**src/rtl/csc_pkg.sv**
```systemverilog
`timescale 1ns / 1ps
// ----------------------------------------------------------------------------
// csc_pkg
// Shared types, constants and calendar tables for the seconds/date converter.
// ----------------------------------------------------------------------------
package csc_pkg;

   // Register ranks from req capture to the rsp output register
   localparam int CSC_LATENCY = 8;
   // Ranks of the date->seconds path from its final add to the output
   localparam int D2S_DELAY   = CSC_LATENCY - 3;

   localparam logic KIND_D2S = 1'b0;
   localparam logic KIND_S2D = 1'b1;

   localparam logic [16:0] SECS_PER_DAY   = 17'd86400;
   localparam logic [11:0] SECS_PER_HOUR  = 12'd3600;
   localparam logic [5:0]  SECS_PER_MIN   = 6'd60;
   localparam logic [10:0] DAYS_PER_QUAD  = 11'd1461;
   localparam logic [10:0] DAYS_LEAP_YEAR = 11'd366;
   localparam logic [10:0] DAYS_YEAR      = 11'd365;
   localparam logic [11:0] BASE_YEAR      = 12'd2000;

   // Day offsets of the second, third and fourth year of a four-year group
   localparam logic [10:0] YEAR1_START = DAYS_LEAP_YEAR;
   localparam logic [10:0] YEAR2_START = DAYS_LEAP_YEAR + DAYS_YEAR;
   localparam logic [10:0] YEAR3_START = DAYS_LEAP_YEAR + DAYS_YEAR + DAYS_YEAR;

   // Reciprocals for constant division
   // day:  floor(2^35 / 675) on secs >> 7, off by at most one (corrected later)
   // hour: ceil(2^21 / 225) on rem >> 4, exact for rem < 86400
   // quad: ceil(2^27 / 1461), exact for 16-bit day counts
   // min:  ceil(2^14 / 15) on rest >> 2, exact for rest < 3600
   localparam logic [25:0] DAY_RECIP  = 26'd50903316;
   localparam logic [13:0] HOUR_RECIP = 14'd9321;
   localparam logic [16:0] QUAD_RECIP = 17'd91868;
   localparam logic [10:0] MIN_RECIP  = 11'd1093;

   typedef struct packed {
      logic        kind;
      logic [31:0] seconds_in;
      logic [11:0] year_in;
      logic [3:0]  month_in;
      logic [4:0]  day_in;
      logic [4:0]  hour_in;
      logic [5:0]  minute_in;
      logic [5:0]  second_in;
   } csc_req_type;

   typedef struct packed {
      logic [31:0] seconds_out;
      logic [11:0] year_out;
      logic [3:0]  month_out;
      logic [4:0]  day_out;
      logic [4:0]  hour_out;
      logic [5:0]  minute_out;
      logic [5:0]  second_out;
   } csc_rsp_type;

   typedef struct packed {
      logic [11:0] year;
      logic [3:0]  month;
      logic [4:0]  day;
      logic [4:0]  hour;
      logic [5:0]  minute;
      logic [5:0]  second;
   } csc_date_type;

   // Days in the months before the given one; months above twelve count the
   // whole year. The leap day counts once February is passed.
   function automatic logic [8:0] cum_days_before(input logic [3:0] month,
                                                  input logic       leap);
      logic [8:0] base;
      case (month) inside
         4'd0, 4'd1: base = 9'd0;
         4'd2:       base = 9'd31;
         4'd3:       base = 9'd59;
         4'd4:       base = 9'd90;
         4'd5:       base = 9'd120;
         4'd6:       base = 9'd151;
         4'd7:       base = 9'd181;
         4'd8:       base = 9'd212;
         4'd9:       base = 9'd243;
         4'd10:      base = 9'd273;
         4'd11:      base = 9'd304;
         4'd12:      base = 9'd334;
         default:    base = 9'd365;
      endcase
      return base + ((leap && (month >= 4'd3)) ? 9'd1 : 9'd0);
   endfunction

endpackage

```
**src/rtl/csc_d2s.sv**
```systemverilog
`timescale 1ns / 1ps
// ----------------------------------------------------------------------------
// csc_d2s
// Date to seconds datapath: four arithmetic ranks, then a delay line that
// lines the result up with the seconds-to-date path.
// ----------------------------------------------------------------------------
module csc_d2s (
   input  logic                clock,
   input  logic                advance,
   input  csc_pkg::csc_req_type req,
   output logic [31:0]         seconds
);
   import csc_pkg::*;

   logic [11:0] year_dist;
   logic [12:0] dist_rnd;
   logic [20:0] daysa1_in, daysa1_ff;
   logic [8:0]  msum1_in, msum1_ff;
   logic [4:0]  day1_ff, hour1_ff;
   logic [5:0]  minute1_ff, second1_ff;

   logic [31:0] days2_in, days2_ff;
   logic [16:0] tod2_in, tod2_ff;

   logic [48:0] dprod;
   logic [31:0] dsec3_ff;
   logic [16:0] tod3_ff;

   logic [31:0] sec4_in;
   logic [31:0] delay_ff [D2S_DELAY];

   // rank 1: whole years, leap days, month table
   always_comb begin
      year_dist = req.year_in - BASE_YEAR;
      dist_rnd  = 13'(year_dist) + 13'd3;
      daysa1_in = 21'(year_dist) * 21'(DAYS_YEAR) + 21'(dist_rnd >> 2);
      msum1_in  = cum_days_before(req.month_in, year_dist[1:0] == 2'b00);
   end

   always_ff @(posedge clock) begin
      if (advance) begin
         daysa1_ff  <= daysa1_in;
         msum1_ff   <= msum1_in;
         day1_ff    <= req.day_in;
         hour1_ff   <= req.hour_in;
         minute1_ff <= req.minute_in;
         second1_ff <= req.second_in;
      end
   end

   // rank 2: day count (wraps on day zero) and time of day
   always_comb begin
      days2_in = 32'(daysa1_ff) + 32'(msum1_ff) + 32'(day1_ff) - 32'd1;
      tod2_in  = 17'(hour1_ff) * 17'(SECS_PER_HOUR) + 17'(minute1_ff) * 17'(SECS_PER_MIN)
               + 17'(second1_ff);
   end

   always_ff @(posedge clock) begin
      if (advance) begin
         days2_ff <= days2_in;
         tod2_ff  <= tod2_in;
      end
   end

   // rank 3: days to seconds, mod 2^32
   assign dprod = 49'(days2_ff) * 49'(SECS_PER_DAY);

   always_ff @(posedge clock) begin
      if (advance) begin
         dsec3_ff <= dprod[31:0];
         tod3_ff  <= tod2_ff;
      end
   end

   // rank 4 and delay line
   assign sec4_in = dsec3_ff + 32'(tod3_ff);

   always_ff @(posedge clock) begin
      if (advance) begin
         delay_ff[0] <= sec4_in;
         for (int i = 1; i < D2S_DELAY; i++) begin
            delay_ff[i] <= delay_ff[i-1];
         end
      end
   end

   assign seconds = delay_ff[D2S_DELAY-1];

endmodule

```
**src/rtl/csc_s2d.sv**
```systemverilog
`timescale 1ns / 1ps
// ----------------------------------------------------------------------------
// csc_s2d
// Seconds to date datapath: eight ranks of reciprocal divides, year split
// and month search.
// ----------------------------------------------------------------------------
module csc_s2d (
   input  logic                 clock,
   input  logic                 advance,
   input  logic [31:0]          seconds_in,
   output csc_pkg::csc_date_type date
);
   import csc_pkg::*;

   // rank 1
   logic [50:0] day_prod;
   logic [31:0] secs1_ff;
   logic [15:0] qe1_ff;
   // rank 2
   logic [32:0] qe_secs;
   logic [17:0] rem2_in, rem2_ff;
   logic [15:0] qe2_ff;
   // rank 3
   logic [15:0] days3_in, days3_ff;
   logic [16:0] rem3_in, rem3_ff;
   // rank 4
   logic [26:0] hprod;
   logic [32:0] qprod;
   logic [4:0]  hour4_ff;
   logic [5:0]  quads4_ff;
   logic [16:0] rem4_ff;
   logic [15:0] days4_ff;
   // rank 5
   logic [16:0] hsecs;
   logic [15:0] qdays;
   logic [11:0] rest5_ff, ybase5_ff;
   logic [10:0] dq5_ff;
   logic [4:0]  hour5_ff;
   // rank 6
   logic [20:0] mprod;
   logic [1:0]  yoff;
   logic [8:0]  yday6_in, yday6_ff;
   logic [11:0] rest6_ff, year6_ff;
   logic [5:0]  minute6_ff;
   logic [4:0]  hour6_ff;
   logic        leap6_ff;
   // rank 7
   logic [11:0] msecs;
   logic [8:0]  jday7_in, jday7_ff;
   logic [3:0]  month7_in, month7_ff;
   logic [5:0]  second7_ff, minute7_ff;
   logic [4:0]  hour7_ff;
   logic [11:0] year7_ff;
   logic        leap7_ff;
   // rank 8
   logic [8:0]   day8_full;
   csc_date_type date_ff;

   // rank 1: day quotient estimate, may be one low
   assign day_prod = 51'(seconds_in[31:7]) * 51'(DAY_RECIP);

   always_ff @(posedge clock) begin
      if (advance) begin
         secs1_ff <= seconds_in;
         qe1_ff   <= day_prod[50:35];
      end
   end

   // rank 2: remainder against the estimate, below two days
   assign qe_secs = 33'(qe1_ff) * 33'(SECS_PER_DAY);
   assign rem2_in = secs1_ff[17:0] - qe_secs[17:0];

   always_ff @(posedge clock) begin
      if (advance) begin
         rem2_ff <= rem2_in;
         qe2_ff  <= qe1_ff;
      end
   end

   // rank 3: fix up the estimate
   always_comb begin
      if (rem2_ff >= 18'(SECS_PER_DAY)) begin
         days3_in = qe2_ff + 16'd1;
         rem3_in  = 17'(rem2_ff - 18'(SECS_PER_DAY));
      end else begin
         days3_in = qe2_ff;
         rem3_in  = rem2_ff[16:0];
      end
   end

   always_ff @(posedge clock) begin
      if (advance) begin
         days3_ff <= days3_in;
         rem3_ff  <= rem3_in;
      end
   end

   // rank 4: hour and four-year groups
   assign hprod = 27'(rem3_ff[16:4]) * 27'(HOUR_RECIP);
   assign qprod = 33'(days3_ff) * 33'(QUAD_RECIP);

   always_ff @(posedge clock) begin
      if (advance) begin
         hour4_ff  <= hprod[25:21];
         quads4_ff <= qprod[32:27];
         rem4_ff   <= rem3_ff;
         days4_ff  <= days3_ff;
      end
   end

   // rank 5: remainders after hour and groups
   assign hsecs = 17'(hour4_ff) * 17'(SECS_PER_HOUR);
   assign qdays = 16'(quads4_ff) * 16'(DAYS_PER_QUAD);

   always_ff @(posedge clock) begin
      if (advance) begin
         rest5_ff  <= rem4_ff[11:0] - hsecs[11:0];
         dq5_ff    <= days4_ff[10:0] - qdays[10:0];
         ybase5_ff <= BASE_YEAR + {4'b0000, quads4_ff, 2'b00};
         hour5_ff  <= hour4_ff;
      end
   end

   // rank 6: minute, year within the group
   assign mprod = 21'(rest5_ff[11:2]) * 21'(MIN_RECIP);

   always_comb begin
      if (dq5_ff < YEAR1_START) begin
         yoff     = 2'd0;
         yday6_in = dq5_ff[8:0];
      end else if (dq5_ff < YEAR2_START) begin
         yoff     = 2'd1;
         yday6_in = 9'(dq5_ff - YEAR1_START);
      end else if (dq5_ff < YEAR3_START) begin
         yoff     = 2'd2;
         yday6_in = 9'(dq5_ff - YEAR2_START);
      end else begin
         yoff     = 2'd3;
         yday6_in = 9'(dq5_ff - YEAR3_START);
      end
   end

   always_ff @(posedge clock) begin
      if (advance) begin
         minute6_ff <= mprod[19:14];
         rest6_ff   <= rest5_ff;
         hour6_ff   <= hour5_ff;
         year6_ff   <= ybase5_ff + 12'(yoff);
         leap6_ff   <= (yoff == 2'd0);
         yday6_ff   <= yday6_in;
      end
   end

   // rank 7: second, month search over month-end thresholds
   assign msecs    = 12'(minute6_ff) * 12'(SECS_PER_MIN);
   assign jday7_in = yday6_ff + 9'd1;

   always_comb begin
      month7_in = 4'd1;
      for (int m = 1; m < 12; m++) begin
         if (jday7_in > cum_days_before(4'(m + 1), leap6_ff)) begin
            month7_in = month7_in + 4'd1;
         end
      end
   end

   always_ff @(posedge clock) begin
      if (advance) begin
         second7_ff <= rest6_ff[5:0] - msecs[5:0];
         minute7_ff <= minute6_ff;
         hour7_ff   <= hour6_ff;
         year7_ff   <= year6_ff;
         leap7_ff   <= leap6_ff;
         month7_ff  <= month7_in;
         jday7_ff   <= jday7_in;
      end
   end

   // rank 8: day of month
   assign day8_full = jday7_ff - cum_days_before(month7_ff, leap7_ff);

   always_ff @(posedge clock) begin
      if (advance) begin
         date_ff.year   <= year7_ff;
         date_ff.month  <= month7_ff;
         date_ff.day    <= day8_full[4:0];
         date_ff.hour   <= hour7_ff;
         date_ff.minute <= minute7_ff;
         date_ff.second <= second7_ff;
      end
   end

   assign date = date_ff;

endmodule

```
**src/rtl/calendar_seconds_converter_core.sv**
```systemverilog
`timescale 1ns / 1ps
// ----------------------------------------------------------------------------
// calendar_seconds_converter_core
// Converts between seconds since 2000-01-01 00:00:00 and calendar date/time.
// ----------------------------------------------------------------------------
// Usage:
//  - req channel: one transaction carries kind plus both sets of input fields;
//    kind 0 converts the date fields to seconds, kind 1 the seconds to a date.
//    Fields not used by the selected direction are ignored.
//  - rsp channel: one transaction per req transaction, in order. The fields of
//    the unused direction read as zero.
//  - Pipeline: a fully pipelined 8-rank datapath (8 register ranks, the last
//    being the output register).
//  - Throughput: one transaction per cycle while not stalled; the rank count
//    is set by the seconds-to-date path (day, hour, group and minute
//    reciprocal divides, year split, month search, day subtract).
//  - Stall: the whole pipeline holds while rsp_valid is high and rsp_stall is
//    asserted; req_stall follows so nothing is dropped or repeated. Empty
//    ranks do not collapse while held.
//  - Reset: synchronous, clears all valid bits; no transaction is in flight.
// ----------------------------------------------------------------------------
module calendar_seconds_converter_core (
   input  logic                  clock,
   input  logic                  reset,
   input  logic                  req_valid,
   output logic                  req_stall,
   input  csc_pkg::csc_req_type  req_payload,
   output logic                  rsp_valid,
   input  logic                  rsp_stall,
   output csc_pkg::csc_rsp_type  rsp_payload
);
   import csc_pkg::*;

   logic                   advance;
   logic [CSC_LATENCY-1:0] valid_ff;
   logic [CSC_LATENCY-1:0] kind_ff;
   logic [31:0]            d2s_seconds;
   csc_date_type           s2d_date;
   logic                   out_is_s2d;

   // Global pipeline enable: move unless the output holds an untaken result
   assign advance   = !(rsp_valid && rsp_stall);
   assign req_stall = !advance;

   // Valid and direction tags ride alongside the datapath ranks
   always_ff @(posedge clock) begin
      if (reset) begin
         valid_ff <= '0;
      end else if (advance) begin
         valid_ff <= {valid_ff[CSC_LATENCY-2:0], req_valid};
      end
   end

   always_ff @(posedge clock) begin
      if (advance) begin
         kind_ff <= {kind_ff[CSC_LATENCY-2:0], req_payload.kind};
      end
   end

   csc_d2s u_d2s (
      .clock   (clock),
      .advance (advance),
      .req     (req_payload),
      .seconds (d2s_seconds)
   );

   csc_s2d u_s2d (
      .clock      (clock),
      .advance    (advance),
      .seconds_in (req_payload.seconds_in),
      .date       (s2d_date)
   );

   // Both paths end in registers; pick the one the tag asks for
   assign out_is_s2d = (kind_ff[CSC_LATENCY-1] == KIND_S2D);
   assign rsp_valid  = valid_ff[CSC_LATENCY-1];

   always_comb begin
      rsp_payload = '0;
      if (out_is_s2d) begin
         rsp_payload.year_out   = s2d_date.year;
         rsp_payload.month_out  = s2d_date.month;
         rsp_payload.day_out    = s2d_date.day;
         rsp_payload.hour_out   = s2d_date.hour;
         rsp_payload.minute_out = s2d_date.minute;
         rsp_payload.second_out = s2d_date.second;
      end else begin
         rsp_payload.seconds_out = d2s_seconds;
      end
   end

   // A held pipeline keeps every valid bit in place
   a_hold_valid: assert property (@(posedge clock) disable iff (reset)
      req_stall |=> $stable(valid_ff))
      else $error("pipeline valid bits moved while held");

   // Backpressure only comes from an occupied output rank
   a_stall_source: assert property (@(posedge clock) disable iff (reset)
      req_stall |-> rsp_valid)
      else $error("req_stall without a pending rsp transaction");

   // The last inner rank drains into the output register
   a_drain: assert property (@(posedge clock) disable iff (reset)
      (advance && valid_ff[CSC_LATENCY-2]) |=> rsp_valid)
      else $error("transaction lost before the output register");

   // Reset empties the pipeline
   a_reset_empty: assert property (@(posedge clock)
      reset |=> (valid_ff == '0))
      else $error("valid bits survived reset");

endmodule

```
**config.mk**
```make
export PLATFORM = sky130hd
export DESIGN_NAME = calendar_seconds_converter_core
export DESIGN_NICKNAME = d
export VERILOG_FILES = /design/src/rtl/csc_pkg.sv /design/src/rtl/csc_d2s.sv /design/src/rtl/csc_s2d.sv /design/src/rtl/calendar_seconds_converter_core.sv
export SDC_FILE = /design/constraint.sdc
export NUM_CORES = 2
export LEC_CHECK = 0
export CORE_MARGIN = 10
export CORE_UTILIZATION = 60
export CTS_CLUSTER_SIZE = 20
export DETAILED_ROUTE_END_ITERATION = 10
export DONT_BUFFER_PORTS = 1
export PLACE_DENSITY = 0.79
export SYNTH_ARGS = -nofsm -noshare
export SYNTH_HDL_FRONTEND = slang
export SYNTH_HIERARCHICAL = 1
export SYNTH_SLANG_ARGS = --single-unit
```
**constraint.sdc**
```tcl
create_clock -name clock -period 6.3 [get_ports clock]
set_input_delay 0.315 -clock clock [delete_from_list [all_inputs] [get_ports clock]]
set_output_delay 0.315 -clock clock [all_outputs]
set_load 0.005 [all_outputs]
```
==> Word-level counts from Yosys, hierarchy flattened <==
Memories as Yosys holds them, arrays and structs flattened.
Cells that the tools add are included.
{ "op_classes": {"n_addsub": 44, "mul": 12, "magnitude_cmp": 17, "eq_ne": 24, "muxes": 49, "n_reduce_logical": 9} }
{ "ops": {"columns": ["cell", "count"], "rows": [
  ["$mux 9", 14],
  ["$gt 9x9->1", 10],
  ["$mux 5", 11],
  ["$mul 25x24->49 const B", 1],
  ["$eq 4x4->1 const B", 10],
  ["$mux 4", 10],
  ["$mux 38", 1],
  ["$add 4x1->4 const B", 9],
  ["$add 8x9->9 const A", 4],
  ["$add 32x17->32", 1],
  ["$add 32x5->32", 1],
  ["$eq 4x3->1 const B", 8],
  ["$mul 32x10->25 const B", 1],
  ["$mux 32", 1],
  ["$sub 32x1->32 const B", 1],
  ["$mul 16x15->31 const B", 1],
  ["$add 9x9->9 const A", 3],
  ["$mul 13x14->26 const B", 1],
  ["$add 21x9->22", 1],
  ["$add 21x11->21", 1],
  ["$mul 12x9->21 const B", 1],
  ["$mul 10x11->20 const B", 1],
  ["$add 7x9->9 const A", 2],
  ["$ge 18x17->1 const B", 1],
  ["other kinds (43)", 60]
]} }
{ "word_totals": {"ff_bits": 450, "ram_bits": 160, "in_bits": 75, "output_inout_bits": 72, "wordCells": 201, "memories": 1} }
{ "mem_list": {"columns": ["memory", "words", "width", "read_ports", "rd_clocked_by_memory_dff", "write_ports", "line_no", "rtl"], "rows": [
  ["u_d2s.delay_ff", 5, 32, 5, 0, 5, "csc_d2s.sv:30", "logic [31:0] delay_ff [D2S_DELAY];"]
]} }

==> Depth between registers and ports, before layout <==
{ "logic_depth": {"word_depth": 23, "depth_mapped": 29, "depth_no_buf": 29} }

==> Cells and area by module <==
The synthesis kept the hierarchy.
{ "by_module_without_submodules": {"columns": ["mod", "n_inst", "cells_each", "area_each_um2", "seq_area_each_um2"], "rows": [
  ["csc_s2d", 1, 2550, 30116.4, 8558.2],
  ["csc_d2s", 1, 1577, 19262.2, 8858.5],
  ["calendar_seconds_converter_core", 1, 113, 1021.0, 400.4]
]} }

==> Least setup slack after synthesis <==
Ideal clock, no wire load.
{ "synth_timing": {"path_type": "reg2reg", "startpoint": "reg u_s2d.yday6_ff[0]", "endpoint": "reg u_s2d.month7_ff[1], data pin", "setup_time_ps": 260, "arrival_time_ps": 6575, "required_time_ps": 6040, "slack_ps": -535, "stages_incl_launch_ff": 29, "path_buffers": 0, "synth_period_minus_slack_ps": 6835, "cell_sequence": "edfxtp_1 > ha_1 > xnor2_1 > inv_1 > ha_1 > inv_1 > a21oi_1 > a31oi_1 > a311oi_1 > ha_1 > xnor2_1 > inv_1 > ha_1 > o32a_1 > a221oi_1 > ha_1 > a211oi_1 > xor2_1 > a21o_1 > inv_1 > ha_1 > nor2_1 > a21oi_1 > xor2_1 > mux2i_2 > ha_1 > mux2_4 > ha_1 > mux2_2"} }
{ "synth_via": {"elab_chain_len": 23, "elab_cells_between_ends": 33, "classes_between": "add/sub (11); order compare (11); mux (11)"} }
{ "synth_lines": {"columns": ["item", "line_no", "rtl"], "rows": [
  ["start: declaration", "csc_s2d.sv:42", "logic [8:0] yday6_in, yday6_ff;"],
  ["start signal: assignment", "csc_s2d.sv:150", "yday6_ff <= yday6_in;"],
  ["$add 9x1->9 (*)", "csc_s2d.sv:156", "assign jday7_in = yday6_ff + 9'd1;"],
  ["via u_s2d.jday7_in[2]", "csc_s2d.sv:49", "logic [8:0] jday7_in, jday7_ff;"],
  ["$gt 9x5->1", "csc_s2d.sv:161", "if (jday7_in > cum_days_before(4'(m + 1), leap6_ff)) begin"],
  ["$mux 2", "csc_s2d.sv:161", null],
  ["$add 2x1->3", "csc_s2d.sv:162", "month7_in = month7_in + 4'd1;"],
  ["$mux 4", "csc_s2d.sv:161", null],
  ["$add 4x1->4", "csc_s2d.sv:162", null],
  ["$mux 4", "csc_s2d.sv:161", null],
  ["[... 9 more ...]", null, null],
  ["$mux 4", "csc_s2d.sv:161", null],
  ["$add 4x1->4", "csc_s2d.sv:162", null],
  ["$mux 4", "csc_s2d.sv:161", null],
  ["$add 4x1->4", "csc_s2d.sv:162", null],
  ["$mux 4", "csc_s2d.sv:161", null],
  ["$add 4x1->4", "csc_s2d.sv:162", null],
  ["$mux 4 (*)", "csc_s2d.sv:161", null],
  ["via u_s2d.month7_in[1]", "csc_s2d.sv:50", "logic [3:0] month7_in, month7_ff;"],
  ["end signal: assignment", "csc_s2d.sv:174", "month7_ff <= month7_in;"],
  ["end: declaration", "csc_s2d.sv:50", null]
]} }
The timed path passes the listed nets; every way through them passes the cells marked *.
A chain may end at the register's enable or synchronous reset.

==> Worst setup path in the final report <==
{ "layout_timing": {"startpoint": "reg u_s2d.yday6_ff[1]", "endpoint": "reg u_s2d.month7_ff[1], data pin"} }
{ "layout_via": {"elab_chain_len": 23, "elab_cells_between_ends": 33, "classes_between": "add/sub (11); order compare (11); mux (11)"} }
{ "layout_lines": {"columns": ["item", "line_no"], "rows": [
  ["$add 9x1->9 (*)", "csc_s2d.sv:156"],
  ["$gt 9x5->1", "csc_s2d.sv:161"],
  ["$mux 2", "csc_s2d.sv:161"],
  ["$add 2x1->3", "csc_s2d.sv:162"],
  ["$mux 4", "csc_s2d.sv:161"],
  ["$add 4x1->4", "csc_s2d.sv:162"],
  ["$mux 4", "csc_s2d.sv:161"],
  ["$add 4x1->4", "csc_s2d.sv:162"],
  ["[... 8 more ...]", null],
  ["$mux 4", "csc_s2d.sv:161"],
  ["$add 4x1->4", "csc_s2d.sv:162"],
  ["$mux 4", "csc_s2d.sv:161"],
  ["$add 4x1->4", "csc_s2d.sv:162"],
  ["$mux 4", "csc_s2d.sv:161"],
  ["$add 4x1->4", "csc_s2d.sv:162"],
  ["$mux 4 (*)", "csc_s2d.sv:161"],
  ["via u_s2d.month7_in[1]", "csc_s2d.sv:50"]
]} }
Marks and branches as above.

==> impl_metrics.csv <==
group,metric,value,unit
outcome,status,"completed",
logic_synthesis,ys_seq_area_frac,0.354,
setup_path,crit_top_cell,"ha_4",
logic_synthesis,avgSynthCellArea,11.9,um2
finish,drive_gt1_frac,0.0527,
clock_tree,ctsHtreeMaxLevel,3,
sta,setup_slack,113,ps
clock_tree,clk_latency,620,ps
route,drcViolationCount,0,
clock_tree,cts_made_buffers,66,
setup_path,crit_buf_inv,3,
grt,grt-ovfl-total,0,
place,pre_cts_slack,-368,ps
logic_synthesis,synth-seq-cells,596,
setup_path,cp_data_required_time,6640,ps
sta,max_freq,162,MHz
route,dr.pass1.iters,7,
finish,final_common_cell,"inv_1",
setup_path,crit_family,"adder cells",
clock_tree,clockRootBuffer,"clkbuf_16",
clock_tree,path_clk_slew,60,ps
route,final_antenna_net_count,0,
route,drt_iter0_markers,1378,
sta,finalCritPeriodShare,0.982,
floorplanning,die_area,96000,um2
setup_path,cpMaxStageDelayCell,"a2111oi_1",
floorplanning,die_x,310,um
logic_synthesis,ys.flop_type,"edfxtp_1",
place,io_buffer_count,0,
sta,period_minus_slack,6190,ps
place,gp_congestion,0.878,
setup_path,cp-start-kind,"register",
clock_tree,cts_tree,"yes",
route,drt_wl_total,89.7,mm
sta,finalClockSkew,44.9,ps
logic_synthesis,syn-cell-area,50400,um2
grt,grt_antenna_before_repair,2,
logic_synthesis,syn_inst,4240,
sta,rsz0062_at_grt,"true",
floorplanning,io_pins,147,
grt,grt_max_degree,189,
place,hpwl,70.7,mm
logic_synthesis,yosys_warnings,6,
logic_synthesis,synthDistinctLibCells,103,
sta,worst_slew_pin_slew,1080,ps
grt,grt_pass1_vias,30500,
floorplanning,core-area,83400,um2
route,viasPerCell,5.31,
floorplanning,rows,106,
sta,setup_viol,0,
finish,final_nets,5761,
logic_synthesis,synth-edff-count,588,
sta,tns,0,ps
grt,grt_usage,0.191,
setup_path,endpoint_kind,"register",
sta,maxSlewHeadroom,0.282,
logic_synthesis,syn-num-nets,5646,
clock_tree,clk_path_buf_depth,3,
hold_path,hp-class,"in2reg",
setup_path,crit_fanout,6,
clock_tree,cts.sinks,596,
setup_path,cp.arrival,6530,ps
route,vias,29100,
sta,hold_viol_final,0,
run,max_cap_viol_count,0,
grt,grt_pass1_wl,150,mm
floorplanning,initial_core_util,0.604,
setup_path,max_stage_delay,560,ps
route,wl_per_cell,16.3,um
finish,final_cell_mix,"956 x inv_1, 896 x ha_1, 588 x edfxtp_1",
finish,area_growth,8.46,%
sta,drv_slew,0,
setup_path,critPathKind,"reg2reg",
floorplanning,die_h,310,um
logic_synthesis,async_reset_ff_frac,0,
[metrics by stage]
stage	std cells	hold slack, ps	area [um2]	util
finish	5486	37.1	54700	0.655
global route	5485	42.1	54700	0.655
detailed placement	5300	394	51800	0.621
global placement	5300	389	51800	0.621
CTS	5477	0.528	54500	0.653
floorplan	4240	387	50500	-
[Yosys cell counts, types with 6 or more instances]
cell type,number,area share
a211o_1,7,0.0012
a211oi_1,15,0.0022
a21boi_0,8,0.0012
a21o_1,73,0.011
a21oi_1,144,0.014
a311oi_1,6,0.0010
a31oi_1,18,0.0022
and2_1,48,0.0060
and3_1,12,0.0015
buf_2,8,0.00079
buf_4,34,0.0051
clkbuf_1,11,0.00082
dfxtp_1,8,0.0032
edfxtp_1,588,0.35
fa_1,427,0.17
ha_1,904,0.22
inv_1,963,0.072
mux2i_1,10,0.0020
nand2_1,74,0.0055
nand2b_1,34,0.0042
nand3_1,28,0.0028
nand3b_1,7,0.0010
nand4_1,21,0.0026
nor2_1,124,0.0092
nor2b_1,57,0.0071
nor3_1,27,0.0027
nor4_1,9,0.0011
o211ai_1,12,0.0018
o21a_1,24,0.0036
o21ai_0,79,0.0078
o21ai_1,6,0.00060
o21bai_1,28,0.0042
o22ai_1,7,0.00087
o31ai_1,10,0.0015
or2_2,6,0.00074
or3_1,7,0.00087
xnor2_1,202,0.035
xor2_1,82,0.014
[tightest hold or removal path: cells and delay by family]
kind               cells  cell delay (ps)
AOI/OAI and AO/OA      1               50
and+or+nand+nor        2              120
[final timing paths]
check	start	end	slack [ps]	depth (start not counted)
max	u_s2d/yday6_ff[1]	u_s2d/month7_ff[1]	110	25
min	req_payload[25]	u_d2s/msum1_ff[3]	40	3
max reg2reg	u_s2d/yday6_ff[1]	u_s2d/month7_ff[1]	110	25
min reg2reg	u_s2d/rem3_ff[0]	u_s2d/rem4_ff[0]	400	0
[timing repair]
item,CTS,global route
resized for setup,6,19
endpoints found under the setup margin,1,6
setup buffers,9,8
hold buffers,50,0
pin swaps,12,21
endpoints found under the hold margin,57,0
[cell type report]
cell class / instances / area, um2
Timing Repair Buffer: 105 / 963
Sequential cell: 596 / 17800
Clock buffer: 74 / 1700
Inverter: 965 / 3620
Multi-Input combinational cell: 2621 / 28800
Fill cell: 6104 / 28800
Antenna cell: 1 / 2.50
Clock inverter: 44 / 400
Tap cell: 1080 / 1350
[per-layer routing]
metal	track usage	wire length [um]
met3	0.0288	3740
met2	0.335	44400
met1	0.247	39600
met5	0	13
met4	0.0514	1900
[flip-flops by register name, summed over array words and instances, names as in the netlist, 17 cells and up]
register         count
u_d2s/tod2_ff       17
u_s2d/date          37
u_d2s/days2_ff      24
u_d2s/tod3_ff       17
u_d2s/dsec3_ff      25
u_s2d/rem3_ff       17
u_s2d/rem2_ff       18
u_d2s/daysa1_ff     21
u_d2s/delay_ff     160
u_s2d/secs1_ff      18
[logic make-up (layout without fill, tap and decap cells)]
logic type / count (synthesis) / in the layout / share of synthesized area
xor+xnor: 291 / 291 / 0.0520
other cells: 0 / 1 / 0
buf+inv: 1023 / 1188 / 0.0794
compound gates: 509 / 509 / 0.0682
simple gates: 474 / 474 / 0.0494
fa+ha+maj: 1331 / 1331 / 0.394
mux: 16 / 16 / 0.00345
flops: 596 / 596 / 0.354
Power is left out: the tool's default activity adds up to more than one toggle a clock period on the data nets, which glitch-free logic cannot reach.
